**src/hw/rtl/nkro6_pkg.sv**
```systemverilog
// ----------------------------------------------------------------------------
// nkro6_pkg
// Shared constants and types of the NKRO to six-slot report converter.
// ----------------------------------------------------------------------------
`default_nettype none

package nkro6_pkg;

  localparam int NKRO_BYTES     = 32;
  localparam int KEY_SLOTS      = 6;
  localparam int OVERFLOW_BYTES = 16;
  localparam int OVF_SENT       = (OVERFLOW_BYTES < 16) ? OVERFLOW_BYTES : 16;

  localparam int BM_AW  = (NKRO_BYTES > 1) ? $clog2(NKRO_BYTES) : 1;
  localparam int OV_AW  = (OVERFLOW_BYTES > 1) ? $clog2(OVERFLOW_BYTES) : 1;
  localparam int CNT_W  = $clog2(NKRO_BYTES + 1) + 1;
  localparam int SLOT_W = 3;

  localparam logic [3:0] OVF_LAST_IDX = 4'(OVF_SENT - 1);

  typedef enum logic [7:0] {
    ST_IDLE     = 8'b0000_0001,
    ST_REL_RD   = 8'b0000_0010,
    ST_REL_CHK  = 8'b0000_0100,
    ST_PL_RD    = 8'b0000_1000,
    ST_PL_BIT   = 8'b0001_0000,
    ST_EMIT_KB  = 8'b0010_0000,
    ST_OVF_RD   = 8'b0100_0000,
    ST_OVF_EMIT = 8'b1000_0000
  } state_t;

endpackage

`default_nettype wire

```
**src/hw/rtl/nkro6_ram.sv**
```systemverilog
// ----------------------------------------------------------------------------
// nkro6_ram
// Generic single-write, single-read RAM with registered read data.
// ----------------------------------------------------------------------------
`default_nettype none

module nkro6_ram #(
  parameter int WIDTH = 8,
  parameter int DEPTH = 32,
  parameter int AW    = (DEPTH > 1) ? $clog2(DEPTH) : 1
) (
  input  wire logic             clk,
  input  wire logic             we,
  input  wire logic [AW-1:0]    waddr,
  input  wire logic [WIDTH-1:0] wdata,
  input  wire logic [AW-1:0]    raddr,
  output logic      [WIDTH-1:0] rdata
);

  logic [WIDTH-1:0] mem [DEPTH];

  always_ff @(posedge clk) begin
    if (we) begin
      mem[waddr] <= wdata;
    end
    rdata <= mem[raddr];
  end

endmodule

`default_nettype wire

```
**src/hw/rtl/nkro_to_sticky_six_slot_report.sv**
```systemverilog
// ----------------------------------------------------------------------------
// nkro_to_sticky_six_slot_report
// NKRO bitmap to sticky six-slot boot keyboard report, with overflow bitmap.
// ----------------------------------------------------------------------------
//
//  channel | direction | handshake          | payload
//  --------+-----------+--------------------+------------------------------------
//  in      | sink      | in_valid/in_stall  | kind mods bitmap_byte last link_up
//  out     | source    | out_valid/out_stall| record_type out_mods key_slot_0..5
//          |           |                    | overflow_index overflow_byte
//          |           |                    | last_of_run
//
// Steps: a bitmap byte that is not last is stored in IDLE. A last byte with the
//   link up runs the release pass (REL_RD and REL_CHK for each slot, one bitmap
//   RAM read per slot), the placement walk (PL_RD, then PL_BIT for each bit of
//   each received byte, one bit per cycle), the keyboard report (EMIT_KB), and
//   OVF_RD and OVF_EMIT for each overflow byte when overflow is sent.
// Reset clears slots, byte count and control; RAM contents need no clearing.
// Output stalls hold the result register; in_stall is high while converting.
//
`default_nettype none

module nkro_to_sticky_six_slot_report (
  input  wire logic       clk,
  input  wire logic       rst,
  input  wire logic       in_valid,
  output logic            in_stall,
  input  wire logic       kind,
  input  wire logic [7:0] mods,
  input  wire logic [7:0] bitmap_byte,
  input  wire logic       last,
  input  wire logic       link_up,
  output logic            out_valid,
  input  wire logic       out_stall,
  output logic            record_type,
  output logic [7:0]      out_mods,
  output logic [7:0]      key_slot_0,
  output logic [7:0]      key_slot_1,
  output logic [7:0]      key_slot_2,
  output logic [7:0]      key_slot_3,
  output logic [7:0]      key_slot_4,
  output logic [7:0]      key_slot_5,
  output logic [3:0]      overflow_index,
  output logic [7:0]      overflow_byte,
  output logic            last_of_run
);

  nkro6_pkg::state_t state;

  logic [7:0]                    slot_keys [nkro6_pkg::KEY_SLOTS];
  logic [7:0]                    out_slots [nkro6_pkg::KEY_SLOTS];
  logic [nkro6_pkg::CNT_W-1:0]   byte_count;
  logic [nkro6_pkg::CNT_W-1:0]   bidx;       // placement byte index
  logic [2:0]                    bit_pos;    // placement bit, 7 down to 0
  logic [nkro6_pkg::SLOT_W-1:0]  sidx;       // release slot index
  logic [3:0]                    oidx;       // overflow send index
  logic [7:0]                    mods_hold;
  logic [7:0]                    ovf_acc;
  logic                          ovf_any;

  // bitmap RAM
  logic                          bm_we;
  logic [nkro6_pkg::BM_AW-1:0]   bm_waddr;
  logic [nkro6_pkg::BM_AW-1:0]   bm_raddr;
  logic [7:0]                    bm_rdata;

  // overflow RAM
  logic                          ov_we;
  logic [nkro6_pkg::OV_AW-1:0]   ov_waddr;
  logic [nkro6_pkg::OV_AW-1:0]   ov_raddr;
  logic [7:0]                    ov_rdata;

  logic                          in_xfer;
  logic                          out_free;
  logic                          out_valid_next;
  logic [7:0]                    rel_key;
  logic                          rel_down;
  logic [7:0]                    usage;
  logic                          cand;
  logic                          present;
  logic                          has_free;
  logic [nkro6_pkg::SLOT_W-1:0]  free_slot;
  logic                          ovf_ok;
  logic [7:0]                    ovf_acc_next;
  logic                          byte_done;
  logic                          walk_done;

  assign in_stall = (state != nkro6_pkg::ST_IDLE);
  assign in_xfer  = in_valid && !in_stall;
  assign out_free = !out_valid || !out_stall;

  // result register loads in the emit states, otherwise holds until taken
  assign out_valid_next = ((state == nkro6_pkg::ST_EMIT_KB || state == nkro6_pkg::ST_OVF_EMIT)
                           && out_free) ? 1'b1 : (out_valid && out_stall);

  // store bitmap bytes while they arrive; extra bytes are ignored
  assign bm_we    = in_xfer && !kind && (byte_count < nkro6_pkg::CNT_W'(nkro6_pkg::NKRO_BYTES));
  assign bm_waddr = nkro6_pkg::BM_AW'(byte_count);

  // release pass reads the byte of each slotted key; walk reads bytes in order
  assign rel_key  = slot_keys[sidx];
  assign bm_raddr = (state == nkro6_pkg::ST_REL_RD || state == nkro6_pkg::ST_REL_CHK)
                    ? nkro6_pkg::BM_AW'(rel_key[7:3])
                    : nkro6_pkg::BM_AW'(bidx);
  assign rel_down = (nkro6_pkg::CNT_W'(rel_key[7:3]) < byte_count) && bm_rdata[rel_key[2:0]];

  // placement of one bit
  assign usage = 8'({bidx, bit_pos});
  assign cand  = bm_rdata[bit_pos] && (usage != 8'h00);

  always_comb begin
    present   = 1'b0;
    has_free  = 1'b0;
    free_slot = '0;
    for (int s = nkro6_pkg::KEY_SLOTS - 1; s >= 0; s--) begin
      if (slot_keys[s] == usage) begin
        present = 1'b1;
      end
      if (slot_keys[s] == 8'h00) begin
        has_free  = 1'b1;
        free_slot = nkro6_pkg::SLOT_W'(s);
      end
    end
  end

  assign ovf_ok       = bidx < nkro6_pkg::CNT_W'(nkro6_pkg::OVF_SENT);
  assign ovf_acc_next = (cand && !present && !has_free && ovf_ok)
                        ? (ovf_acc | (8'h01 << bit_pos)) : ovf_acc;
  assign byte_done    = (bit_pos == 3'd0);
  assign walk_done    = (bidx + nkro6_pkg::CNT_W'(1)) == byte_count;

  assign ov_we    = (state == nkro6_pkg::ST_PL_BIT) && byte_done && ovf_ok;
  assign ov_waddr = nkro6_pkg::OV_AW'(bidx);
  assign ov_raddr = nkro6_pkg::OV_AW'(oidx);

  nkro6_ram #(.WIDTH(8), .DEPTH(nkro6_pkg::NKRO_BYTES)) u_bm_ram (
    .clk   (clk),
    .we    (bm_we),
    .waddr (bm_waddr),
    .wdata (bitmap_byte),
    .raddr (bm_raddr),
    .rdata (bm_rdata)
  );

  nkro6_ram #(.WIDTH(8), .DEPTH(nkro6_pkg::OVERFLOW_BYTES)) u_ovf_ram (
    .clk   (clk),
    .we    (ov_we),
    .waddr (ov_waddr),
    .wdata (ovf_acc_next),
    .raddr (ov_raddr),
    .rdata (ov_rdata)
  );

  always_ff @(posedge clk) begin
    if (rst) begin
      state      <= nkro6_pkg::ST_IDLE;
      byte_count <= '0;
      out_valid  <= 1'b0;
      for (int s = 0; s < nkro6_pkg::KEY_SLOTS; s++) begin
        slot_keys[s] <= 8'h00;
      end
    end else begin
      out_valid <= out_valid_next;
      unique case (state)
        nkro6_pkg::ST_IDLE: begin
          if (in_xfer) begin
            if (kind) begin
              byte_count <= '0;
              if (link_up) begin
                for (int s = 0; s < nkro6_pkg::KEY_SLOTS; s++) begin
                  slot_keys[s] <= 8'h00;
                end
                mods_hold <= 8'h00;
                ovf_any   <= 1'b0;
                state     <= nkro6_pkg::ST_EMIT_KB;
              end
            end else begin
              // link down on the last byte drops the report
              if (last && !link_up) begin
                byte_count <= '0;
              end else if (bm_we) begin
                byte_count <= byte_count + nkro6_pkg::CNT_W'(1);
              end
              if (last && link_up) begin
                mods_hold <= mods;
                sidx      <= '0;
                state     <= nkro6_pkg::ST_REL_RD;
              end
            end
          end
        end
        nkro6_pkg::ST_REL_RD: begin
          state <= nkro6_pkg::ST_REL_CHK;
        end
        nkro6_pkg::ST_REL_CHK: begin
          if (rel_key != 8'h00 && !rel_down) begin
            slot_keys[sidx] <= 8'h00;
          end
          if (sidx == nkro6_pkg::SLOT_W'(nkro6_pkg::KEY_SLOTS - 1)) begin
            bidx    <= '0;
            ovf_any <= 1'b0;
            state   <= nkro6_pkg::ST_PL_RD;
          end else begin
            sidx  <= sidx + nkro6_pkg::SLOT_W'(1);
            state <= nkro6_pkg::ST_REL_RD;
          end
        end
        nkro6_pkg::ST_PL_RD: begin
          bit_pos <= 3'd7;
          ovf_acc <= 8'h00;
          state   <= nkro6_pkg::ST_PL_BIT;
        end
        nkro6_pkg::ST_PL_BIT: begin
          if (cand && !present && has_free) begin
            slot_keys[free_slot] <= usage;
          end
          ovf_acc <= ovf_acc_next;
          if (byte_done) begin
            if (ovf_acc_next != 8'h00) begin
              ovf_any <= 1'b1;
            end
            bidx <= bidx + nkro6_pkg::CNT_W'(1);
            state <= walk_done ? nkro6_pkg::ST_EMIT_KB : nkro6_pkg::ST_PL_RD;
          end else begin
            bit_pos <= bit_pos - 3'd1;
          end
        end
        nkro6_pkg::ST_EMIT_KB: begin
          if (out_free) begin
            record_type    <= 1'b0;
            out_mods       <= mods_hold;
            for (int s = 0; s < nkro6_pkg::KEY_SLOTS; s++) begin
              out_slots[s] <= slot_keys[s];
            end
            overflow_index <= 4'd0;
            overflow_byte  <= 8'h00;
            last_of_run    <= !ovf_any;
            oidx           <= 4'd0;
            if (ovf_any) begin
              state <= nkro6_pkg::ST_OVF_RD;
            end else begin
              byte_count <= '0;
              state      <= nkro6_pkg::ST_IDLE;
            end
          end
        end
        nkro6_pkg::ST_OVF_RD: begin
          state <= nkro6_pkg::ST_OVF_EMIT;
        end
        nkro6_pkg::ST_OVF_EMIT: begin
          if (out_free) begin
            record_type    <= 1'b1;
            out_mods       <= 8'h00;
            for (int s = 0; s < nkro6_pkg::KEY_SLOTS; s++) begin
              out_slots[s] <= 8'h00;
            end
            overflow_index <= oidx;
            // bytes past the received count were not written this report
            overflow_byte  <= (nkro6_pkg::CNT_W'(oidx) < byte_count) ? ov_rdata : 8'h00;
            last_of_run    <= (oidx == nkro6_pkg::OVF_LAST_IDX);
            if (oidx == nkro6_pkg::OVF_LAST_IDX) begin
              byte_count <= '0;
              state      <= nkro6_pkg::ST_IDLE;
            end else begin
              oidx  <= oidx + 4'd1;
              state <= nkro6_pkg::ST_OVF_RD;
            end
          end
        end
        default: begin
          state <= nkro6_pkg::ST_IDLE;
        end
      endcase
    end
  end

  assign key_slot_0 = out_slots[0];
  assign key_slot_1 = out_slots[1];
  assign key_slot_2 = out_slots[2];
  assign key_slot_3 = out_slots[3];
  assign key_slot_4 = out_slots[4];
  assign key_slot_5 = out_slots[5];

endmodule

`default_nettype wire

```
**config.mk**
```make
export PLATFORM = sky130hd
export DESIGN_NAME = nkro_to_sticky_six_slot_report
export DESIGN_NICKNAME = d
export VERILOG_FILES = /design/src/hw/rtl/nkro6_pkg.sv /design/src/hw/rtl/nkro6_ram.sv /design/src/hw/rtl/nkro_to_sticky_six_slot_report.sv
export SDC_FILE = /design/constraint.sdc
export NUM_CORES = 1
export LEC_CHECK = 0
export CAP_MARGIN = 20
export CORE_UTILIZATION = 56
export DETAILED_ROUTE_END_ITERATION = 10
export DONT_BUFFER_PORTS = 1
export MAX_ROUTING_LAYER = met4
export PLACE_DENSITY_LB_ADDON = 0.08
export SLEW_MARGIN = 20
export SYNTH_ARGS = -nofsm -noshare
export SYNTH_HDL_FRONTEND = slang
export SYNTH_SLANG_ARGS = --single-unit
```
**constraint.sdc**
```tcl
create_clock -name clk -period 3.8 [get_ports clk]
set_input_delay 0.19 -clock clk [delete_from_list [all_inputs] [get_ports clk]]
set_output_delay 0.19 -clock clk [all_outputs]
set_load 0.05 [all_outputs]
```
==> results of run 1 <==
## cell families after synthesis
kind of cell	synth area share, %
and+or+nand+nor	11.1
muxes	7.45
buffers and inverters	2.45
AOI/OAI and AO/OA	6.65
xor gates and xnor gates	2.53
adders and majority gates	1.17
DFF	68.6
## what timing repair did
action,CTS,global route
endpoints found under the hold margin,299,0
hold buffers,29,0
endpoints found under the setup margin,16,8
cloned,0,0
resized for setup,1,2
setup buffers,0,3
## state kept, by name, summed over array words and instances, names as in the netlist, 4 cells and up, named ones only
name,cells
u_ovf_ram.rdata,8
u_ovf_ram.mem,128
oidx,4
overflow_byte,8
slot_keys,64
overflow_index,4
state,8
mods_hold,8
out_mods,8
ovf_acc,8
out_slots,48
u_bm_ram.rdata,8
u_bm_ram.mem,256
byte_count,7
bidx,7
## metal layers
metal / part of all wire, % / up-vias / GRT usage, %
met5: 0 / - / -
met2: 47 / 598 / 41.8
met3: 7.0 / 104 / 4.32
met4: 2.5 / 0 / 8.55
li1: - / 6906 / -
met1: 43 / 7466 / 38.9
## final cells by class
| cell class | count | area (um2) | share of cell area [%] |
|---|---|---|---|
| diodes | 1 | 2.50 | 0.00886 |
| flip-flops and latches | 587 | 16900 | 59.7 |
| multi-input cells | 1052 | 7160 | 25.3 |
| well taps | 585 | 732 | 2.59 |
| clock buffers | 78 | 1570 | 5.54 |
| repair buffers | 163 | 1450 | 5.14 |
| clock inverters | 30 | 354 | 1.25 |
| inverters | 30 | 113 | 0.399 |
## worst reg2reg max path: cells and delay by family (launching register included)
kind | cells | cell delay (ns)
AO/OA/AOI/OAI | 4 | 0.96
multiplexers | 2 | 0.84
AND/OR/NAND/NOR | 1 | 0.55
buffers and inverters | 2 | 0.40
flip-flops | 1 | 0.37
adder cells (fa/ha/maj) | 1 | 0.29
## layout by cell type (no fill, tap or decap), types with 25 or more instances in the layout
master / instances
a21oi_1: 125
a221oi_1: 32
and2_1: 28
buf_4: 128
clkbuf_16: 58
dfxtp_1: 74
edfxtp_1: 512
inv_1: 28
mux2i_1: 44
mux4_2: 58
nand2_1: 275
nand3_1: 27
nor2_1: 105
nor2b_1: 25
nor3_1: 42
nor4_1: 32
xnor2_1: 44
xor2_1: 27
## path summary, 6_finish.rpt
| kind | startpoint | endpoint | slack, ns | cells past startpoint |
|---|---|---|---|---|
| worst max register to register | register | slot_keys[2][4]$_SDFFCE_PN0P_ | 0.14 | 10 |
| worst min-delay path | kind | state[5]$_SDFFE_PP0P_ | 0.05 | 3 |
| worst min register to register | u_ovf_ram.rdata[3]$_DFF_P_ | overflow_byte[3]$_SDFFCE_PP0P_ | 0.51 | 1 |
| worst max-delay path | register | slot_keys[2][4]$_SDFFCE_PN0P_ | 0.14 | 10 |
## power breakdown
part / total (W) / internal, W / switching (W)
combinational: 0.000880 / 0.000362 / 0.000517
clock: 0.00576 / 0.00337 / 0.00239
sequential: 0.00761 / 0.00716 / 0.000447
## stage by stage
stage                     cells  setup slack, ns
after CTS                  2522            0.226
after floorplan            1775           0.0572
final                      2526            0.143
after global placement     2385           0.0735
after detailed placement   2385           0.0304
after global routing       2525           0.0251
==> impl_metrics.ini, run 1 <==
[status]
outcome = completed

[sta]
worst_pin_slew_ns = 0.888
relSlewSlack_pct = 40.7
drv_slew = 0
setup_tns_ns = 0
worst_hold_slack_ns = 0.0533
finalClockSkew_ns = 0.0246
setup-violations-final = 0
min_period_ns = 3.66
max_freq_ghz = 0.273
rsz0062_at_grt = no
finalCritPeriodShare_pct = 96.2
final-hold-violation-count = 0

[drt]
routedWlPerCell_um = 23.3
num_vias = 15100
drc = 0
drt_iter0_markers = 1452
routed_via_density = 5.97
antenna_violating_nets_post_route = 0
dr.pass1.iters = 5
routed_wl_um = 58800

[yosys]
yosys_register_bits = 587
synthTopCellsByCount = edfxtp_1 (512), nand2_1 (275), a21oi_1 (125)
synth_edf_count = 512
yosysMostFrequentCell = edfxtp_1
syn-num-nets = 1821
yosysTopAreaCell = edfxtp_1
synth.area.top_cells = edfxtp_1 (63%), dfxtp_1 (6.1%), mux4_2 (5.3%), nand2_1 (4.2%), a21oi_1 (2.5%)
synth_cell_types = 63
netlist_instances = 1775
synth_flop_cell = edfxtp_1
synth_area_um2 = 24600
synthArstFlopShare_pct = 0
syn_avg_cell_area_um2 = 13.9
yosysSeqAreaShare_pct = 68.6
synth_top_area_share_pct = 62.5
yosys_warnings = 0

[floorplan]
dieArea_um2 = 44800
start_util_pct = 57.0
ios = 95
num_rows = 76
die_h_um = 212
coreArea_um2 = 43200
die_w_um = 212

[setup_path]
worst_path_largest_cell_delay_ns = 0.55
cp_top_family = compound AO/OA/AOI/OAI gates
crit_slowest_cell = nor2b_2
arrival_ns = 4.04
crit_path_frequent_cell = a2111oi_0
end_kind = register
worstPathRequired_ns = 4.18
crit_fanout = 14
criticalPathCategory = register to register
crit_chain = buf_12 -> mux4_2 -> mux2_2 -> ha_1 -> a2111oi_0 -> a2111oi_0 -> o21ai_0 -> nor2b_2 -> o31ai_1 -> buf_4
cp.buffers_inverters = 2
start_kind = register

[min_path]
min_path_type = input port to register

[flow_run]
drv_cap = 0

[final_layout]
postLayoutCoreUtil_pct = 65.4
nets = 1937
fillers = 3157
postLayoutCellArea_um2 = 28300
area_growth_pct = 14.9
drive_above_1_share_pct = 15.9

[clock_network]
cts_tree = done
htree_num_levels = 2
clk_path_buf_depth = 3
cts_sinks = 587
worstSkewPairLatency_ns = 0.62
path_clk_slew_ns = 0.07
numCtsBuffers = 57
clock-root-buffer = clkbuf_16

[power]
peakVddDrop_v = 0.000428
p_leak_nw = 9.93
power_density_nw_per_um2 = 504
power_w = 0.0143

[global_routing]
grt_usage_pct = 27.6
antenna_found_initial = 0
grt_pass1_wl_um = 88800
grt_max_degree = 81
globalRouteOverflowTotal = 0
grt_pass1_vias = 14500

[placed_design]
gp_congestion = 0.937
place_hpwl_um = 38800
portBuffers = 0
placed_area_um2 = 25900
(Power assumes the default switching activity.)
==> run 2, diff against run 1 <==
Clock period 3.8 ns to 3.2 ns, I/O delays scaled along.
==> run 2 against run 1 <==
Global-route usage up 0.35 points; register-to-register slack worse by 0.08 ns; combinational power up 31%; die area unchanged; first-iteration DRC count down 0.21%; setup slack worse by 0.084 ns; non-clock buffer count up 62.
==> impl_metrics.ini, run 2 (synthesis gave the netlist of run 1 again) <==
[status]
outcome = completed

[setup_path]
start_kind = register
crit_fanout = 8
crit_chain = buf_12 -> mux4_2 -> mux2_4 -> ha_4 -> a2111oi_4 -> a2111oi_2 -> o21ai_1 -> nor2b_4 -> buf_12 -> nor4_4 -> buf_6
cp.buffers_inverters = 3
criticalPathCategory = register to register
cp.depth = 11
reg2regPathDepth = 11
cp_top_family = multiplexers
crit_path_frequent_cell = buf_12
worst_path_largest_cell_delay_ns = 0.54
end_kind = register
crit_slowest_cell = mux4_2
arrival_ns = 3.47
worstPathRequired_ns = 3.53

[sta]
finalCritPeriodShare_pct = 98.2
drv_slew = 0
setup_tns_ns = 0
worst_pin_slew_ns = 1.28
setup-violations-final = 0
timing.final.ws_setup_ns = 0.0590
rsz0062_at_grt = yes
finalClockSkew_ns = 0.0173
min_period_ns = 3.14
final-hold-violation-count = 0
max_freq_ghz = 0.318
relSlewSlack_pct = 15.0

[final_layout]
largest_register_ffs = 256
nets = 2000
postLayoutCellArea_um2 = 29100
top_regs = u_bm_ram.mem: 256 flops, u_ovf_ram.mem: 128 flops, slot_keys: 64 flops
drive_above_1_share_pct = 18.9
fin_cells = 2589
mostFrequentLayoutCells = edfxtp_1 (512), nand2_1 (275), buf_4 (178), a21oi_1 (125), nor2_1 (104)
area_growth_pct = 18.2
diodes = 0
regArea_um2 = 16900
max_flop_register = u_bm_ram.mem
fillers = 3104
multi_input_area_um2 = 7330
mostFrequentLayoutCell = edfxtp_1

[clock_network]
cts_tree = done
numCtsBuffers = 58
path_clk_slew_ns = 0.06
clk_path_buf_depth = 3
clock-root-buffer = clkbuf_16
cts_sinks = 587
htree_num_levels = 2
worstSkewPairLatency_ns = 0.62

[drt]
dr.pass1.iters = 5
routed_via_density = 5.98
drc = 0
routed_wl_um = 59700
drt_iter0_markers = 1449
antenna_violating_nets_post_route = 0
num_vias = 15500
routedWlPerCell_um = 23.0

[flow_run]
drv_cap = 0

[power]
power_w = 0.0173
power_density_nw_per_um2 = 596
p_leak_nw = 10.3
peakVddDrop_v = 0.000517

[global_routing]
grt_pass1_vias = 15000
globalRouteOverflowTotal = 0
grt_pass1_wl_um = 90000
grt_max_degree = 63
grt_usage_pct = 28.0
antenna_found_initial = 0

[placed_design]
place_hpwl_um = 40100
placed_area_um2 = 26400
gp_congestion = 0.962
placedCellCount = 2443
pre_cts_slack_ns = -0.242
portBuffers = 0

[floorplan]
die_h_um = 212
start_util_pct = 57.0
die_w_um = 212
ios = 95
num_rows = 76
coreArea_um2 = 43200
dieArea_um2 = 44800

[min_path]
min_path_type = input port to register
hold_path_depth = 3
==> run 2: cell types whose count changed in the layout (fill, tap and decap cells not counted), moves of 3 or more <==
cell and change:
o31ai_4 +3, o21ai_0 -3, buf_4 +50, buf_6 +6, o31ai_1 -5, clkinv_2 -8, buf_12 +4, bufinv_16 +3
clkinv_1 +10
==> run 2: what timing repair did <==
action	in CTS	in global routing
endpoints found under the setup margin	64	179
pin swaps	2	6
setup buffers	0	5
hold endpoints to repair	305	0
gates resized for setup	11	22
hold buffers	31	0
==> run 2: final timing paths <==
path,startpoint,to,slack [ns]
setup / recovery,register,slot_keys[6][1]$_DFFE_PP_,0.06
hold / removal,last,mods_hold[5]$_SDFFCE_PP0P_,0.05
setup reg to reg,register,slot_keys[6][1]$_DFFE_PP_,0.06
hold reg to reg,u_ovf_ram.rdata[7]$_DFF_P_,overflow_byte[7]$_SDFFCE_PP0P_,0.50
==> run 2: worst reg2reg max path, stage by stage, from the launching register on <==
cell       delay [ns]
dfxtp_2          0.34
buf_12           0.12
mux4_2           0.54
mux2_4           0.33
ha_4             0.29
a2111oi_4        0.07
a2111oi_2        0.33
o21ai_1          0.11
nor2b_4          0.14
buf_12           0.15
nor4_4           0.26
buf_6            0.17
==> run 2: through the flow <==
step                utilization (%)  hold slack [ns]
floorplan                         -            0.259
global route                   67.4           0.0466
global placement               61.3            0.244
finish                         67.4           0.0470
CTS                            67.0          0.00753
detailed placement             61.3            0.242
==> run 2: metal layers <==
| layer | global-route usage [%] | part of all wire, % | up-vias |
|---|---|---|---|
| li1 | - | - | 7041 |
| met1 | 38.5 | 43 | 7762 |
| met2 | 43.1 | 47 | 587 |
| met3 | 4.04 | 6.8 | 101 |
| met4 | 9.47 | 2.8 | 0 |
| met5 | - | 0 | - |
==> run 2: cell type report <==
cell class / instances / share of cell area (%)
repair buffers: 225 / 6.86
well taps: 585 / 2.52
clock buffers: 78 / 5.53
clock inverters: 32 / 1.46
flip-flops and latches: 587 / 58.0
multi-input cells: 1052 / 25.2
inverters: 30 / 0.387
==> run 2: power by group <==
| part | switching, W | leakage, nW | internal [W] |
|---|---|---|---|
| combinational | 0.000666 | 4.00 | 0.000487 |
| clock | 0.00282 | 0.984 | 0.00433 |
| sequential | 0.000513 | 5.35 | 0.00851 |
| total | 0.00400 | 10.3 | 0.0133 |
